File: config.mk
export PLATFORM = sky130hd
export DESIGN_NAME = sorted_priority_stack_flat
export DESIGN_NICKNAME = d
export VERILOG_FILES = /design/src/rtl/spq_pkg.sv /design/src/rtl/spq_if.sv /design/src/rtl/spq_ctrl.sv /design/src/rtl/spq_dp.sv /design/src/rtl/sorted_priority_stack.sv /design/src/flat_wrapper.sv
export SDC_FILE = /design/constraint.sdc
export NUM_CORES = 1
export LEC_CHECK = 0
export ABC_AREA = 1
export BUFFER_PORTS_ARGS = -buffer_cell sky130_fd_sc_hd__buf_2
export CAP_MARGIN = 20
export CORE_MARGIN = 2
export CORE_UTILIZATION = 30
export CTS_CLUSTER_DIAMETER = 40
export DETAILED_ROUTE_END_ITERATION = 8
export GPL_ROUTABILITY_DRIVEN = 1
export GPL_TIMING_DRIVEN = 0
export HOLD_SLACK_MARGIN = 0.05
export PLACE_DENSITY = 0.55
export SETUP_SLACK_MARGIN = 0.02
export SYNTH_ARGS = -nofsm -noshare
export SYNTH_HDL_FRONTEND = slang
export SYNTH_HIERARCHICAL = 1
export SYNTH_SLANG_ARGS = --single-unit
File: constraint.sdc
create_clock -name clk -period 4 [get_ports clk]
set_clock_uncertainty 0.05 [all_clocks]
set_input_delay 0.6 -clock clk [delete_from_list [all_inputs] [get_ports clk]]
set_output_delay 0.6 -clock clk [all_outputs]
set_load 0.1 [all_outputs]
File: src/rtl/spq_pkg.sv
package spq_pkg;

    localparam int DEPTH  = 16;
    localparam int ID_W   = 16;
    localparam int PRIO_W = 8;
    localparam int STAT_W = 2;
    localparam int OCC_W  = 5;
    localparam int CNT_W  = $clog2(DEPTH + 1);
    localparam int IDX_W  = $clog2(DEPTH);

    typedef enum logic {
        CMD_INSERT = 1'b0,
        CMD_POP    = 1'b1
    } command_t;

    typedef enum logic [STAT_W-1:0] {
        ST_DONE      = 2'd0,
        ST_OVERFLOW  = 2'd1,
        ST_UNDERFLOW = 2'd2
    } status_t;

    typedef enum logic {
        S_IDLE = 1'b0,
        S_HOLD = 1'b1
    } ctrl_state_t;

    typedef struct packed {
        logic [ID_W-1:0]   id;
        logic [PRIO_W-1:0] prio;
    } slot_t;

    typedef struct packed {
        logic exec;
    } ctrl_cmd_t;

endpackage

File: src/rtl/spq_if.sv
interface spq_req_if;
    logic                      valid;
    logic                      ready;
    logic                      command;
    logic [spq_pkg::ID_W-1:0]   entry_id;
    logic [spq_pkg::PRIO_W-1:0] entry_priority;

    modport source (output valid, output command, output entry_id,
                    output entry_priority, input ready);
    modport sink   (input valid, input command, input entry_id,
                    input entry_priority, output ready);
endinterface

interface spq_rsp_if;
    logic                      valid;
    logic                      ready;
    logic [spq_pkg::ID_W-1:0]   popped_id;
    logic [spq_pkg::PRIO_W-1:0] popped_priority;
    logic [spq_pkg::STAT_W-1:0] status;
    logic [spq_pkg::OCC_W-1:0]  occupancy;

    modport source (output valid, output popped_id, output popped_priority,
                    output status, output occupancy, input ready);
    modport sink   (input valid, input popped_id, input popped_priority,
                    input status, input occupancy, output ready);
endinterface

File: src/rtl/spq_ctrl.sv
module spq_ctrl (
    input  logic               clk,
    input  logic               rst_n,
    input  logic               req_valid,
    output logic               req_ready,
    output logic               rsp_valid,
    input  logic               rsp_ready,
    output spq_pkg::ctrl_cmd_t cmd
);
    import spq_pkg::*;

    ctrl_state_t state_reg;
    ctrl_state_t state_next;
    logic        exec;

    // result register frees up in the same cycle it is taken
    assign exec = req_valid && req_ready;

    always_comb
    begin
        state_next = state_reg;
        unique case (state_reg)
            S_IDLE:
            begin
                if (exec)
                    state_next = S_HOLD;
            end
            S_HOLD:
            begin
                if (exec)
                    state_next = S_HOLD;
                else if (rsp_ready)
                    state_next = S_IDLE;
            end
            default: state_next = S_IDLE;
        endcase
    end

    always_comb
    begin
        req_ready = 1'b1;
        rsp_valid = 1'b0;
        unique case (state_reg)
            S_IDLE:
            begin
                req_ready = 1'b1;
                rsp_valid = 1'b0;
            end
            S_HOLD:
            begin
                req_ready = rsp_ready;
                rsp_valid = 1'b1;
            end
            default:
            begin
                req_ready = 1'b0;
                rsp_valid = 1'b0;
            end
        endcase
        cmd.exec = exec;
    end

    always_ff @(posedge clk or negedge rst_n)
    begin
        if (!rst_n)
            state_reg <= S_IDLE;
        else
            state_reg <= state_next;
    end

endmodule

File: src/rtl/spq_dp.sv
module spq_dp (
    input  logic                       clk,
    input  logic                       rst_n,
    input  spq_pkg::ctrl_cmd_t         cmd,
    input  logic                       command,
    input  logic [spq_pkg::ID_W-1:0]   entry_id,
    input  logic [spq_pkg::PRIO_W-1:0] entry_priority,
    output logic [spq_pkg::ID_W-1:0]   popped_id,
    output logic [spq_pkg::PRIO_W-1:0] popped_priority,
    output logic [spq_pkg::STAT_W-1:0] status,
    output logic [spq_pkg::OCC_W-1:0]  occupancy
);
    import spq_pkg::*;

    slot_t             slot_reg [DEPTH];
    slot_t             slot_next [DEPTH];
    logic [DEPTH-1:0]  ge;
    logic [CNT_W-1:0]  count_reg;
    logic [CNT_W-1:0]  count_next;
    logic [CNT_W-1:0]  count_dec;
    logic [IDX_W-1:0]  top_idx;
    logic              full;
    logic              empty;
    logic              do_insert;
    logic              do_pop;
    slot_t             res_slot;
    status_t           res_status;
    slot_t             res_slot_reg;
    status_t           res_status_reg;
    logic [CNT_W-1:0]  res_count_reg;

    assign full      = (count_reg == CNT_W'(DEPTH));
    assign empty     = (count_reg == '0);
    assign count_dec = count_reg - CNT_W'(1);
    assign top_idx   = count_dec[IDX_W-1:0];
    assign do_insert = cmd.exec && (command == CMD_INSERT) && !full;
    assign do_pop    = cmd.exec && (command == CMD_POP) && !empty;

    // each stored slot compares against the new priority in parallel
    always_comb
    begin
        for (int i = 0; i < DEPTH; i++)
        begin
            ge[i] = (CNT_W'(i) < count_reg) && (slot_reg[i].prio >= entry_priority);
        end
    end

    // keep at or above new priority, drop new entry at the boundary, shift the rest up
    always_comb
    begin
        for (int i = 0; i < DEPTH; i++)
        begin
            if (ge[i])
                slot_next[i] = slot_reg[i];
            else if (i == 0)
                slot_next[i] = '{id: entry_id, prio: entry_priority};
            else if (ge[(i == 0) ? 0 : i - 1])
                slot_next[i] = '{id: entry_id, prio: entry_priority};
            else
                slot_next[i] = slot_reg[(i == 0) ? 0 : i - 1];
        end
    end

    always_comb
    begin
        count_next = count_reg;
        res_slot   = '0;
        res_status = ST_DONE;
        priority if (command == CMD_INSERT)
        begin
            if (full)
                res_status = ST_OVERFLOW;
            else
                count_next = count_reg + CNT_W'(1);
        end
        else
        begin
            if (empty)
                res_status = ST_UNDERFLOW;
            else
            begin
                count_next = count_dec;
                res_slot   = slot_reg[top_idx];
            end
        end
    end

    always_ff @(posedge clk)
    begin
        if (do_insert)
        begin
            for (int i = 0; i < DEPTH; i++)
            begin
                slot_reg[i] <= slot_next[i];
            end
        end
    end

    always_ff @(posedge clk or negedge rst_n)
    begin
        if (!rst_n)
            count_reg <= '0;
        else if (do_insert || do_pop)
            count_reg <= count_next;
    end

    always_ff @(posedge clk)
    begin
        if (cmd.exec)
        begin
            res_slot_reg   <= res_slot;
            res_status_reg <= res_status;
            res_count_reg  <= count_next;
        end
    end

    assign popped_id       = res_slot_reg.id;
    assign popped_priority = res_slot_reg.prio;
    assign status          = res_status_reg;
    assign occupancy       = OCC_W'(res_count_reg);

endmodule

File: src/rtl/sorted_priority_stack.sv
// sorted priority stack: up to DEPTH (id, priority) entries kept in order,
// highest priority at the bottom, lowest on top
// req channel: one beat per command; command insert places the entry above all
// entries of greater or equal priority, command pop removes the top entry
// rsp channel: exactly one beat per request beat, in order, carrying the
// popped entry (zero on insert or error), status and occupancy after the command
// the response is valid the cycle after the request beat
// throughput: one command per cycle while the receiver takes responses; all
// slots compare against the new priority in parallel and shift together, the
// result register then holds the response
// insert on a full stack returns overflow and changes nothing, pop on an
// empty stack returns underflow with zero fields
// reset empties the stack and drops any pending response; slot contents are
// not cleared
// when the receiver stalls, the response holds and req ready follows rsp
// ready, so at most one response waits
module sorted_priority_stack (
    input  logic      clk,
    input  logic      rst_n,
    spq_req_if.sink   req,
    spq_rsp_if.source rsp
);
    import spq_pkg::*;

    ctrl_cmd_t cmd;

    spq_ctrl u_ctrl (
        .clk       (clk),
        .rst_n     (rst_n),
        .req_valid (req.valid),
        .req_ready (req.ready),
        .rsp_valid (rsp.valid),
        .rsp_ready (rsp.ready),
        .cmd       (cmd)
    );

    spq_dp u_dp (
        .clk             (clk),
        .rst_n           (rst_n),
        .cmd             (cmd),
        .command         (req.command),
        .entry_id        (req.entry_id),
        .entry_priority  (req.entry_priority),
        .popped_id       (rsp.popped_id),
        .popped_priority (rsp.popped_priority),
        .status          (rsp.status),
        .occupancy       (rsp.occupancy)
    );

endmodule

File: src/flat_wrapper.sv
// flat-port wrapper written by rule: the top's interface ports become plain ports
module sorted_priority_stack_flat import spq_pkg::*;
  (clk, rst_n, req_valid, req_command, req_entry_id, req_entry_priority, req_ready, rsp_valid, rsp_popped_id, rsp_popped_priority, rsp_status, rsp_occupancy, rsp_ready);
  spq_req_if req_i ();
  spq_rsp_if rsp_i ();
  input  logic clk;
  input  logic rst_n;
  input wire logic [$bits(req_i.valid)-1:0] req_valid;
  input wire logic [$bits(req_i.command)-1:0] req_command;
  input wire logic [$bits(req_i.entry_id)-1:0] req_entry_id;
  input wire logic [$bits(req_i.entry_priority)-1:0] req_entry_priority;
  output wire logic [$bits(req_i.ready)-1:0] req_ready;
  output wire logic [$bits(rsp_i.valid)-1:0] rsp_valid;
  output wire logic [$bits(rsp_i.popped_id)-1:0] rsp_popped_id;
  output wire logic [$bits(rsp_i.popped_priority)-1:0] rsp_popped_priority;
  output wire logic [$bits(rsp_i.status)-1:0] rsp_status;
  output wire logic [$bits(rsp_i.occupancy)-1:0] rsp_occupancy;
  input wire logic [$bits(rsp_i.ready)-1:0] rsp_ready;
  assign req_i.valid = req_valid;
  assign req_i.command = req_command;
  assign req_i.entry_id = req_entry_id;
  assign req_i.entry_priority = req_entry_priority;
  assign req_ready = req_i.ready;
  assign rsp_valid = rsp_i.valid;
  assign rsp_popped_id = rsp_i.popped_id;
  assign rsp_popped_priority = rsp_i.popped_priority;
  assign rsp_status = rsp_i.status;
  assign rsp_occupancy = rsp_i.occupancy;
  assign rsp_i.ready = rsp_ready;
  sorted_priority_stack u_core (.clk(clk), .rst_n(rst_n), .req(req_i), .rsp(rsp_i));
endmodule
==> results of run 1 <==
==> how the worst min path moves through the flow <==
stage / end / slack (ns) / cells after the start
final: u_core/u_dp/slot_reg[0][7] / 0.13 / 1
after floorplan: u_core/u_ctrl/state_reg / 0.25 / 0
after detailed placement: u_core/u_ctrl/state_reg / 0.39 / 1
after global routing: u_core/u_dp/slot_reg[0][7] / 0.13 / 1
after global placement: u_core/u_ctrl/state_reg / 0.39 / 1
after CTS: u_core/u_dp/slot_reg[0][7] / 0.11 / 1
==> kinds of logic after synthesis <==
logic type | Yosys count | share of synthesized area, %
flip-flops | 421 | 50.72
AND/OR/NAND/NOR | 1716 | 28.37
XOR/XNOR | 5 | 0.2063
AO/OA/AOI/OAI | 367 | 8.695
buffers and inverters | 308 | 5.364
adder cells (fa/ha/maj) | 132 | 6.642
==> cells in the final DEF, fill, tap and decap left out, types with 15 or more instances in the layout <==
master	count
ha_1	132
edfxtp_1	415
o211ai_1	92
buf_2	121
clkbuf_1	106
nand3_1	439
nand2_1	944
inv_1	86
a21oi_1	40
clkbuf_16	77
o21ai_0	187
buf_4	37
nor2_1	318
a21oi_4	19
clkinvlp_4	17
o21a_1	15
==> critical path, cell delays in order (launching register included) <==
cell and delay [ns]:
dfrtp_2 0.56, inv_2 0.23, buf_6 0.24, buf_2 0.34, buf_4 0.34, ha_1 0.29
xnor2_2 0.14, inv_1 0.12, clkdlybuf4s15_1 0.72, nand3_1 0.24, nand3_1 0.21, nand2_1 0.21
==> Yosys cell counts, drive strengths merged (4+ instances only) <==
cell type / number
nand3: 440
xor2: 4
ha: 132
nor2: 322
nand2: 951
o21a: 15
o211ai: 92
inv: 103
o21ai: 200
dfrtp: 6
a21oi: 57
edfxtp: 415
buf: 92
clkbuf: 113
==> where the power goes <==
part	internal, mW	total [mW]	leakage [nW]	switching, mW
registers	6.07	6.46	3.92	0.387
clock network	4.14	6.53	1.22	2.39
logic	3.11	11.9	7.47	8.82
total	13.3	24.9	12.6	11.6
==> routing by layer <==
layer  vias to the layer above  wire (um)  global-route usage, %
li1                      10470          -                      -
met1                     10070      36050                  25.82
met2                       738      41140                  34.14
met3                       174       5579                  2.542
met4                         2       3635                  8.662
met5                         -         13                      0
==> stage by stage <==
step,power [mW],instances
finish,24.92,4253
floorplan,13.98,2949
CTS,24.81,4249
global placement,17.88,4080
detailed placement,18.09,4093
global route,26.29,4253
==> area by class of cell <==
class / count / area share (%)
Clock buffer: 83 / 6.537
Multi-Input combinational cell: 2224 / 37.43
Buffer: 205 / 3.340
Timing Repair Buffer: 94 / 2.543
Clock inverter: 53 / 1.955
Inverter: 103 / 1.406
Sequential cell: 421 / 42.30
Tap cell: 1070 / 4.490
==> repair_timing <==
| action | in CTS | in global routing |
|---|---|---|
| cloned | 4 | 0 |
| endpoints found under the hold margin | 6 | 0 |
| pin swaps | 3 | 2 |
| endpoints found under the setup margin | 422 | 358 |
| gates resized for setup | 27 | 32 |
| hold buffers | 1 | 0 |
| setup buffers | 15 | 4 |
==> results by group, run 1 <==
Placement
  • GPL Wtd Cong: a little over 0.9
  • Port buffer count: 61
  • Pre-CTS WS: -1.519 ns
  • HPWL reported at the end of detailed placement: about 67000 um
  • Placed inst area: 26910 um^2

Worst hold path
  • HP Start: req_entry_priority[7]
  • Hold Path Class: input pin to flip-flop

Synth
  • Syn Inst Count: between 2k and 3k
  • Post-synth EDFFs: a little over 400
  • Mapped Nets: just over 3k
  • Syn. warnings: 6
  • Largest cells by area after synthesis: edfxtp_1, nand2_1, nand3_1
  • Mapped Area: between 20000 and 25000 um^2
  • Top FF cell, synth: edfxtp_1
  • Sequential area share after synthesis: a little over 50%
  • Async S/R FF share, synth: under 10%
  • Synth top area share: between 50% and 60%
  • Library cells used by synthesis: 34
  • Leading area contributor after synthesis: edfxtp_1
  • Seq cells post-synth: between 400 and 500
  • Syn Area/Cell: around 8.4 um^2

Run status
  • Status: finished, violations left
  • Failing checks: setup timing

Setup path
  • CP Class: flip-flop to flip-flop
  • Crit path to: u_core/u_dp/popped_priority[0]
  • RR Endpoint: u_core/u_dp/popped_priority[0]
  • CP startpoint: u_core/u_dp/count_reg[0]
  • Worst R2R Path Depth: 11
  • Worst-path fanout max: 11
  • Reg2reg setup slack: -0.001 ns
  • Crit path arrival time: 4.24 ns
  • Critical Path End Type: flip-flop
  • Crit path required time: around 4.2 ns
  • Worst R2R Start: u_core/u_dp/count_reg[0]
  • Critical path launch point type: flip-flop

Cells and area
  • Multi-input combinational cell area: approximately 11000 um^2
  • Max reg flops: approximately 380
  • Layout filler cell count: between 8k and 9k
  • Antenna cells: 0
  • Final Util: 36.32%
  • Seq. cell area: between 10000 and 15000 um^2
  • Synthesis-to-layout area growth: 19.92%
  • Design area: 29820 um^2
  • Layout cells sized above 1: roughly an eighth
  • Final Net Count: 3284

Route
  • DRT Pass-1 Iters: 8
  • Vias post-DR: 21.45k
  • Detailed Route WL: ~86000 um
  • Drt drc: 0
  • Initial DRC count: 2090
  • Remaining antenna violation count: 0
  • Post-DR wirelength/cell: 20.32 um
  • Via density: roughly 5.0

GRT
  • Aggregate global-route resource usage: between 20% and 30%
  • GRT overflow: 0
  • Global-route wire length before repair: approximately 130000 um
  • Initial antenna violation count: 5
  • Vias in the first global route: ~21k
  • Largest net degree at the start of global routing: 24

STA
  • RSZ-0062 raised after global routing: no
  • Final worst-path cycle share: 100.0%
  • Final worst-path setup slack: -0.001164 ns
  • Final Hold Fails: 0
  • FMAX: between 0.2 and 0.25 GHz
  • Final setup fails: 1
  • Final worst path period need: between 4 and 5 ns
  • Slew Viols, Final: 0
  • Rel. slew slack: about 46%
  • Tightest Pin Transition: ~0.82 ns
  • Hold WS: around 0.13 ns
  • Setup tns final: -0.001164 ns

Pwr
  • VDD IR-drop max: around 0.42 mV
  • Leakage: 12.62 nW
  • Power per cell area: 835.8 nW/um^2

Clocking
  • Bufs on Longest Clock Path: 3
  • Clock Sinks: about 420
  • Clock Root Buffer: clkbuf_16
  • Total CTS buffers: 74
  • CTS H-tree lvls: 3
  • Clk_lat worst skew: roughly 0.6 ns
  • Clock transition at the registers of the reported paths: 0.05 ns
  • CTS tree: done

Die
  • DIE WIDTH: 291.9 um
  • Die Ht: ~290 um
  • Core Area: ~80000 um^2
  • Die area: between 80000 and 90000 um^2
  • Cell row count: ~110
  • I/O pin total: slightly above 60
  • Starting Density: 30.28%

Run
  • Max-cap viol count: 0
No activity file was read; power rests on OpenSTA's default activity.
==> inputs of run 2 (changes only) <==
--- a/config.mk
+++ b/config.mk
@@ -5,9 +5,10 @@
 export SDC_FILE = /design/constraint.sdc
 export NUM_CORES = 1
 export LEC_CHECK = 0
-export ABC_AREA = 1
 export BUFFER_PORTS_ARGS = -buffer_cell sky130_fd_sc_hd__buf_2
 export CAP_MARGIN = 20
+export CELL_PAD_IN_SITES_DETAIL_PLACEMENT = 1
+export CELL_PAD_IN_SITES_GLOBAL_PLACEMENT = 2
 export CORE_MARGIN = 2
 export CORE_UTILIZATION = 30
 export CTS_CLUSTER_DIAMETER = 40
@@ -15,9 +16,10 @@
 export GPL_ROUTABILITY_DRIVEN = 1
 export GPL_TIMING_DRIVEN = 0
 export HOLD_SLACK_MARGIN = 0.05
-export PLACE_DENSITY = 0.55
+export PLACE_DENSITY = 0.66
 export SETUP_SLACK_MARGIN = 0.02
 export SYNTH_ARGS = -nofsm -noshare
 export SYNTH_HDL_FRONTEND = slang
 export SYNTH_HIERARCHICAL = 1
 export SYNTH_SLANG_ARGS = --single-unit
+export TNS_END_PERCENT = 10
==> run 2 against run 1 <==
  * The run now ends clean
  * Utilization is 0.29 points lower
  * First-iteration DRC count is 56% lower
  * Maximum frequency is 5.1% higher
  * Clock-buffer cell count is 8 lower
  * Global-route usage is 3.0 points lower
  * Non-clock buffer count is 119 lower
  * Wire length is 20% lower
  * Critical path type is now input pin to flip-flop
  * Critical endpoint is now u_core/u_dp/slot_reg[8][13]
  * Largest power group unchanged
==> results by group, run 2 <==
Pwr
  • Gate power share: between 40% and 50%
  • Net switching share of the total power: 37.74%
  • Leakage: a little under 10 nW
  • Power per cell area: approximately 770 nW/um^2
  • Sw Pwr: between 8 and 9 mW
  • Int Power: 13.33 mW
  • Flop pwr share: between 20% and 30%
  • VDD IR-drop max: roughly 0.32 mV
  • Power consumption: ~21 mW
  • Clk pwr share: 28.1%

Synth
  • Top post-synthesis cells by count: edfxtp_1, mux2_2, ha_1
  • Seq cells post-synth: around 420
  • Sequential area share after synthesis: a little over half
  • Leading area contributor after synthesis: edfxtp_1
  • Post-synth EDFFs: 415
  • Async S/R FF share, synth: ~1.4%
  • Mapped Nets: 1620
  • Syn Area/Cell: approximately 16 um^2
  • Syn Inst Count: about 1.5k
  • Mapped Area: about 23000 um^2
  • Syn. warnings: 6
  • Library cells used by synthesis: 58
  • Most frequent cell after synthesis: edfxtp_1
  • Largest cells by area after synthesis: edfxtp_1, mux2_2, mux4_2
  • Top FF cell, synth: edfxtp_1
  • Synth top area share: a little over half

Clocking
  • Clock Sinks: ~420
  • Clk_lat worst skew: about 0.61 ns
  • CTS H-tree lvls: 3
  • Total CTS buffers: just under 70
  • Clock transition at the registers of the reported paths: approximately 0.050 ns
  • CTS tree: done
  • Clock Root Buffer: clkbuf_16
  • Bufs on Longest Clock Path: 3

Placement
  • Inst Count DP: between 2k and 3k
  • HPWL reported at the end of detailed placement: 51180 um
  • GPL Wtd Cong: 0.8073
  • Pre-CTS WS: -0.7398 ns
  • Port buffer count: 60
  • Placed inst area: between 20000 and 30000 um^2

STA
  • Hold WS: 0.1582 ns
  • FMAX: between 0.2 and 0.3 GHz
  • Final worst-path cycle share: between 90% and 100%
  • Slew Viols, Final: 0
  • Tightest Pin Transition: just over 0.9 ns
  • Final Hold Fails: 0
  • Final worst path period need: around 3.8 ns
  • RSZ-0062 raised after global routing: no
  • Final setup fails: 0
  • Final worst-path setup slack: approximately 0.2 ns
  • Setup tns final: 0 ns
  • Rel. slew slack: between 30 and 40%

Worst hold path
  • Hold path depth: 2
  • Worst hold endpoint: u_core/u_ctrl/state_reg
  • HP Start: req_valid
  • Hold Path Class: input pin to flip-flop

GRT
  • Initial antenna violation count: 1
  • Aggregate global-route resource usage: 17.14%
  • Largest net degree at the start of global routing: 36
  • GRT overflow: 0
  • Vias in the first global route: ~15k
  • Global-route wire length before repair: around 100000 um

Setup path
  • Reg2reg setup slack: ~0.24 ns
  • Critical Path, Cell by Cell: buf_2 -> clkbuf_1 -> clkinvlp_4 -> buf_4 -> ha_1 -> a211o_1 -> a31oi_1 -> nor4_1 -> o22a_1 -> buf_2 -> buf_6 -> nor2_2 -> buf_16
  • Crit-path slowest cell: clkbuf_1
  • Critical path launch point type: input pin
  • Crit path arrival time: about 4.1 ns
  • CP dominant cell by count: buf_2
  • Worst R2R Start: u_core/u_dp/count_reg[1]
  • CP Class: input pin to flip-flop
  • Critical Path End Type: flip-flop
  • Crit path required time: between 4 and 5 ns
  • Worst-path fanout max: 16
  • RR Endpoint: u_core/u_dp/slot_reg[6][9]
  • Largest stage delay, worst path: roughly 0.58 ns
  • CP top delay family: buffers and inverters
  • CP Buf/Inv Count: 7
  • Worst R2R Path Depth: 8

Route
  • Detailed Route WL: roughly 69000 um
  • Vias post-DR: around 14k
  • Remaining antenna violation count: 0
  • DRT Pass-1 Iters: 5
  • Initial DRC count: between 900 and 1k
  • Post-DR wirelength/cell: about 25 um
  • Drt drc: 0
  • Via density: ~5.1

Cells and area
  • Post-route insts no fill: roughly 2.7k
  • Most frequent cells in the layout: edfxtp_1, mux2_2, ha_1
  • Max reg flops: ~380
  • Antenna cells: 0
  • Final Util: between 30% and 40%
  • Most common cell after layout, fill and taps aside: edfxtp_1
  • Design area: around 28000 um^2
  • Synthesis-to-layout area growth: 18.78%
  • Layout cells sized above 1: between 40% and 50%
  • Final Net Count: 1773
  • Layout filler cell count: 7907

Die
  • Core Area: 77470 um^2
  • I/O pin total: 62
  • Cell row count: between 100 and 150
  • DIE WIDTH: roughly 280 um
  • Die area: between 80000 and 90000 um^2
  • Starting Density: a little under a third
  • Die Ht: 283.8 um

Run
  • Max-cap viol count: 0

Run status
  • Status: finished clean
[run 2: cell types whose count changed in the layout (fill, tap and decap cells not counted), sizes merged, moves of 48 or more]
cell	before	now
nand2	951	32
nand3	440	11
mux2	0	360
nor2	322	39
o21ai	200	16
mux4	0	96
o211ai	92	0
clkbuf	200	111
inv	109	33
mux2i	0	48
[run 2: final cells by class]
| class | instances | area (um^2) | area share [%] |
|---|---|---|---|
| Buffer | 98 | 614.3 | 2.201 |
| Clock buffer | 75 | 1759 | 6.304 |
| Clock inverter | 49 | 561.8 | 2.013 |
| Inverter | 27 | 112.6 | 0.4035 |
| Multi-Input combinational cell | 914 | 10280 | 36.85 |
| Sequential cell | 421 | 12610 | 45.20 |
| Tap cell | 1040 | 1301 | 4.663 |
| Timing Repair Buffer | 82 | 660.6 | 2.367 |
[run 2: timing repair]
item                                    in CTS  in global routing
buffers inserted                             0                  9
cloned                                       1                  0
endpoints found under the setup margin     212                460
pin swaps                                    2                  0
resized for setup                            2                  3
hold buffers                                 1                  0
endpoints found under the hold margin        6                  0
[run 2: routing by layer]
metal / share of wire [%] / GRT usage (%)
met2: 48 / 28.08
met5: 0.017 / 0
met3: 3.7 / 2.291
met4: 2.2 / 5.331
met1: 46 / 23.52
[run 2: power groups by stage]
stage	Sequential, mW	Combinational [mW]	Clock, mW
3_5_place_dp	6.27	9.26	0
5_1_grt	6.24	9.74	6.35
3_3_place_gp	6.25	8.99	0
6_report	6.18	9.22	6.02
2_1_floorplan	6.97	5.61	0
4_1_cts	6.18	9.31	6.18
[run 2: worst reg2reg max path, stage by stage (launching register included)]
cell and delay (ns):
dfrtp_1 0.43, buf_4 0.24, inv_2 0.08, ha_1 0.23
nor3b_1 0.20, a21oi_1 0.43, nand2_2 0.48, buf_2 0.49
nor2_4 0.73
[run 2: worst max path at each step]
stage                     startpoint                           to  slack (ns)  depth (start not counted)
2_1_floorplan  req_entry_priority[2]   u_core/u_dp/slot_reg[1][0]        0.15                         10
3_3_place_gp   req_entry_priority[1]   u_core/u_dp/slot_reg[1][0]       -2.32                         11
3_5_place_dp   req_entry_priority[2]   u_core/u_dp/slot_reg[5][1]       -0.74                         10
4_1_cts        req_entry_priority[2]  u_core/u_dp/slot_reg[1][22]       -0.05                         10
5_1_grt        req_entry_priority[2]  u_core/u_dp/slot_reg[14][3]       0.005                         10
6_report       req_entry_priority[2]  u_core/u_dp/slot_reg[8][13]        0.19                         13
[run 2: cells by family after synthesis]
| family | share of synthesized area [%] |
|---|---|
| XOR/XNOR | 0.2237 |
| AND/OR/NAND/NOR | 2.887 |
| multiplexers | 28.81 |
| buffers and inverters | 3.046 |
| AO/OA/AOI/OAI | 4.319 |
| adder cells (fa/ha/maj) | 7.030 |
| flip-flops | 53.69 |
==> inputs of run 3 (changes only) <==
--- a/config.mk
+++ b/config.mk
@@ -20,6 +20,5 @@
 export SETUP_SLACK_MARGIN = 0.02
 export SYNTH_ARGS = -nofsm -noshare
 export SYNTH_HDL_FRONTEND = slang
-export SYNTH_HIERARCHICAL = 1
 export SYNTH_SLANG_ARGS = --single-unit
 export TNS_END_PERCENT = 10
==> run 3 against run 2 <==
  * Sequential power fell by 2%
  * Area after synthesis fell by 1.2%
  * Flip-flop and latch count did not move
  * Synthesized cell count fell by 0.41%
  * Die area fell by 1.2%
  * Sequential share of layout area fell by 1.2 points
  * Final area rose by 2.8%
  * Critical path depth fell by 4
  * Global-route usage rose by 1.5 points
  * Hold slack got worse by 0.026 ns
  * Highest routed layer is now met4
==> results by group, run 3 <==
Run status
  • Status: finished clean

Synth
  • Post-synth EDFFs: about 420
  • Seq cells post-synth: between 400 and 500
  • Mapped Area: 23200 um^2
  • Largest cells by area after synthesis: edfxtp_1, mux2_2, mux4_2
  • Syn Area/Cell: around 16 um^2
  • Library cells used by synthesis: 52
  • Sequential area share after synthesis: 54.36%
  • Top FF cell, synth: edfxtp_1
  • Synth top area share: 53.71%
  • Syn Inst Count: about 1.5k
  • Async S/R FF share, synth: 1.425%
  • Top post-synthesis cells by count: edfxtp_1, mux2_2, ha_1
  • Mapped Nets: approximately 1.6k
  • Most frequent cell after synthesis: edfxtp_1
  • Leading area contributor after synthesis: edfxtp_1
  • Syn. warnings: 0

Cells and area
  • Antenna cells: 0
  • Synthesis-to-layout area growth: 23.63%
  • Final Net Count: 1809
  • Most common cell after layout, fill and taps aside: edfxtp_1
  • Design area: about 29000 um^2
  • Most frequent cells in the layout: edfxtp_1, mux2_2, ha_1
  • Max reg flops: around 380
  • Layout cells sized above 1: between 40 and 50%
  • Layout filler cell count: 7668

Clocking
  • Total CTS buffers: 87
  • Clock transition at the registers of the reported paths: roughly 0.050 ns
  • Clock Sinks: roughly 420
  • Clk_lat worst skew: between 0.6 and 0.7 ns
  • Bufs on Longest Clock Path: 3
  • CTS tree: done
  • CTS H-tree lvls: 3
  • Clock Root Buffer: clkbuf_16

Die
  • Cell row count: between 100 and 150
  • I/O pin total: 62
  • Core Area: 76200 um^2
  • Die Ht: between 200 and 300 um
  • Die area: ~80000 um^2
  • DIE WIDTH: 282.1 um
  • Starting Density: roughly 30%

STA
  • Final worst path period need: 3.825 ns
  • Final worst-path cycle share: roughly 96%
  • Slew Viols, Final: 0
  • RSZ-0062 raised after global routing: no
  • FMAX: 0.2614 GHz
  • Setup tns final: 0 ns
  • Rel. slew slack: 27.84%
  • Hold WS: approximately 0.13 ns
  • Tightest Pin Transition: between 1 and 1.5 ns
  • Final setup fails: 0
  • Final Hold Fails: 0

GRT
  • Aggregate global-route resource usage: 18.66%
  • Largest net degree at the start of global routing: 24
  • Initial antenna violation count: 2
  • Vias in the first global route: ~16k
  • GRT overflow: 0
  • Global-route wire length before repair: about 110000 um

Route
  • Initial DRC count: ~860
  • Via density: around 5.2
  • Drt drc: 0
  • Post-DR wirelength/cell: approximately 26 um
  • Detailed Route WL: about 73000 um
  • Remaining antenna violation count: 0
  • DRT Pass-1 Iters: 4
  • Vias post-DR: approximately 14k

Setup path
  • Crit path arrival time: approximately 4.1 ns
  • Worst-path fanout max: 10
  • Critical path launch point type: flip-flop
  • Critical Path End Type: flip-flop
  • CP Class: flip-flop to flip-flop
  • Crit path required time: ~4.3 ns

Placement
  • GPL Wtd Cong: between 0.8 and 0.9
  • Placed inst area: about 25000 um^2
  • HPWL reported at the end of detailed placement: around 53000 um
  • Port buffer count: 60

Worst hold path
  • Hold Path Class: input pin to flip-flop

Pwr
  • VDD IR-drop max: 0.3888 mV
  • Power per cell area: 793.3 nW/um^2
  • Power consumption: 22.76 mW
  • Leakage: about 10 nW

Run
  • Max-cap viol count: 0
-- run 3: per-stage QoR --
| stage | cells | utilization [%] | worst slack (ns) |
|---|---|---|---|
| floorplan | 1453 | - | 0.2185 |
| global placement | 2543 | 32.61 | -1.810 |
| detailed placement | 2567 | 33.36 | -0.9749 |
| CTS | 2737 | 37.46 | 0.05014 |
| global route | 2751 | 37.64 | 0.02277 |
| finish | 2751 | 37.64 | 0.1749 |
-- run 3: layout make-up --
cell class / count / area [um^2] / area share [%]
Sequential cell: 421 / 12610 / 43.97
Clock buffer: 98 / 2218 / 7.734
Timing Repair Buffer: 107 / 992.2 / 3.459
Inverter: 42 / 183.9 / 0.6412
Clock inverter: 64 / 793.3 / 2.765
Buffer: 96 / 490.5 / 1.710
Tap cell: 1030 / 1289 / 4.493
Multi-Input combinational cell: 893 / 10110 / 35.23
-- run 3: cell families after synthesis --
family	synth area share, %
DFF	54.36
adders and majority gates	7.118
buffers and inverters	2.734
muxes	28.96
and+or+nand+nor	2.195
AOI/OAI and AO/OA	4.411
xor gates and xnor gates	0.2265
-- run 3: path summary, 6_finish.rpt --
kind	start	endpoint	slack, ns	depth (start not counted)
min	req_valid	u_core.u_ctrl.state_reg	0.13	2
max reg2reg	u_core.u_dp.count_reg[0]	u_core.u_dp.popped_id[5]	0.17	9
min in group asynchronous	rst_n	u_core.u_ctrl.state_reg	0.28	2
min reg2reg	u_core.u_ctrl.state_reg	u_core.u_ctrl.state_reg	0.48	2
max	u_core.u_dp.count_reg[0]	u_core.u_dp.popped_id[5]	0.17	9
max in group asynchronous	rst_n	u_core.u_dp.count_reg[2]	3.47	2
-- run 3: what timing repair did --
item,CTS,global route
resized for setup,9,8
hold buffers,1,0
pin swaps,0,0
endpoints found under the setup margin,287,349
setup buffers,7,14
hold endpoints to repair,6,0
-- run 3: where the power goes --
part           internal (mW)  leakage (nW)  total (mW)  switching, mW
registers               5.81          3.90        6.08          0.273
logic                   3.68          4.82        9.23           5.55
clock network           4.87          1.45        7.44           2.57
total                   14.4          10.2        22.8           8.40
-- run 3: layer usage --
| layer | share of wire, % | track usage (%) |
|---|---|---|
| met3 | 5.0 | 3.651 |
| met1 | 43 | 23.82 |
| met4 | 2.1 | 5.346 |
| met2 | 50 | 32.04 |
| met5 | 0 | 0 |
-- run 3: worst max-delay path, cell delays in order (launching register included) --
cell and delay, ns:
dfrtp_1 0.37, buf_2 0.23, inv_1 0.12, ha_1 0.29, clkbuf_1 0.67, buf_2 0.40, clkdlybuf4s15_2 0.53, mux4_2 0.37
mux2i_1 0.32, o22ai_1 0.18
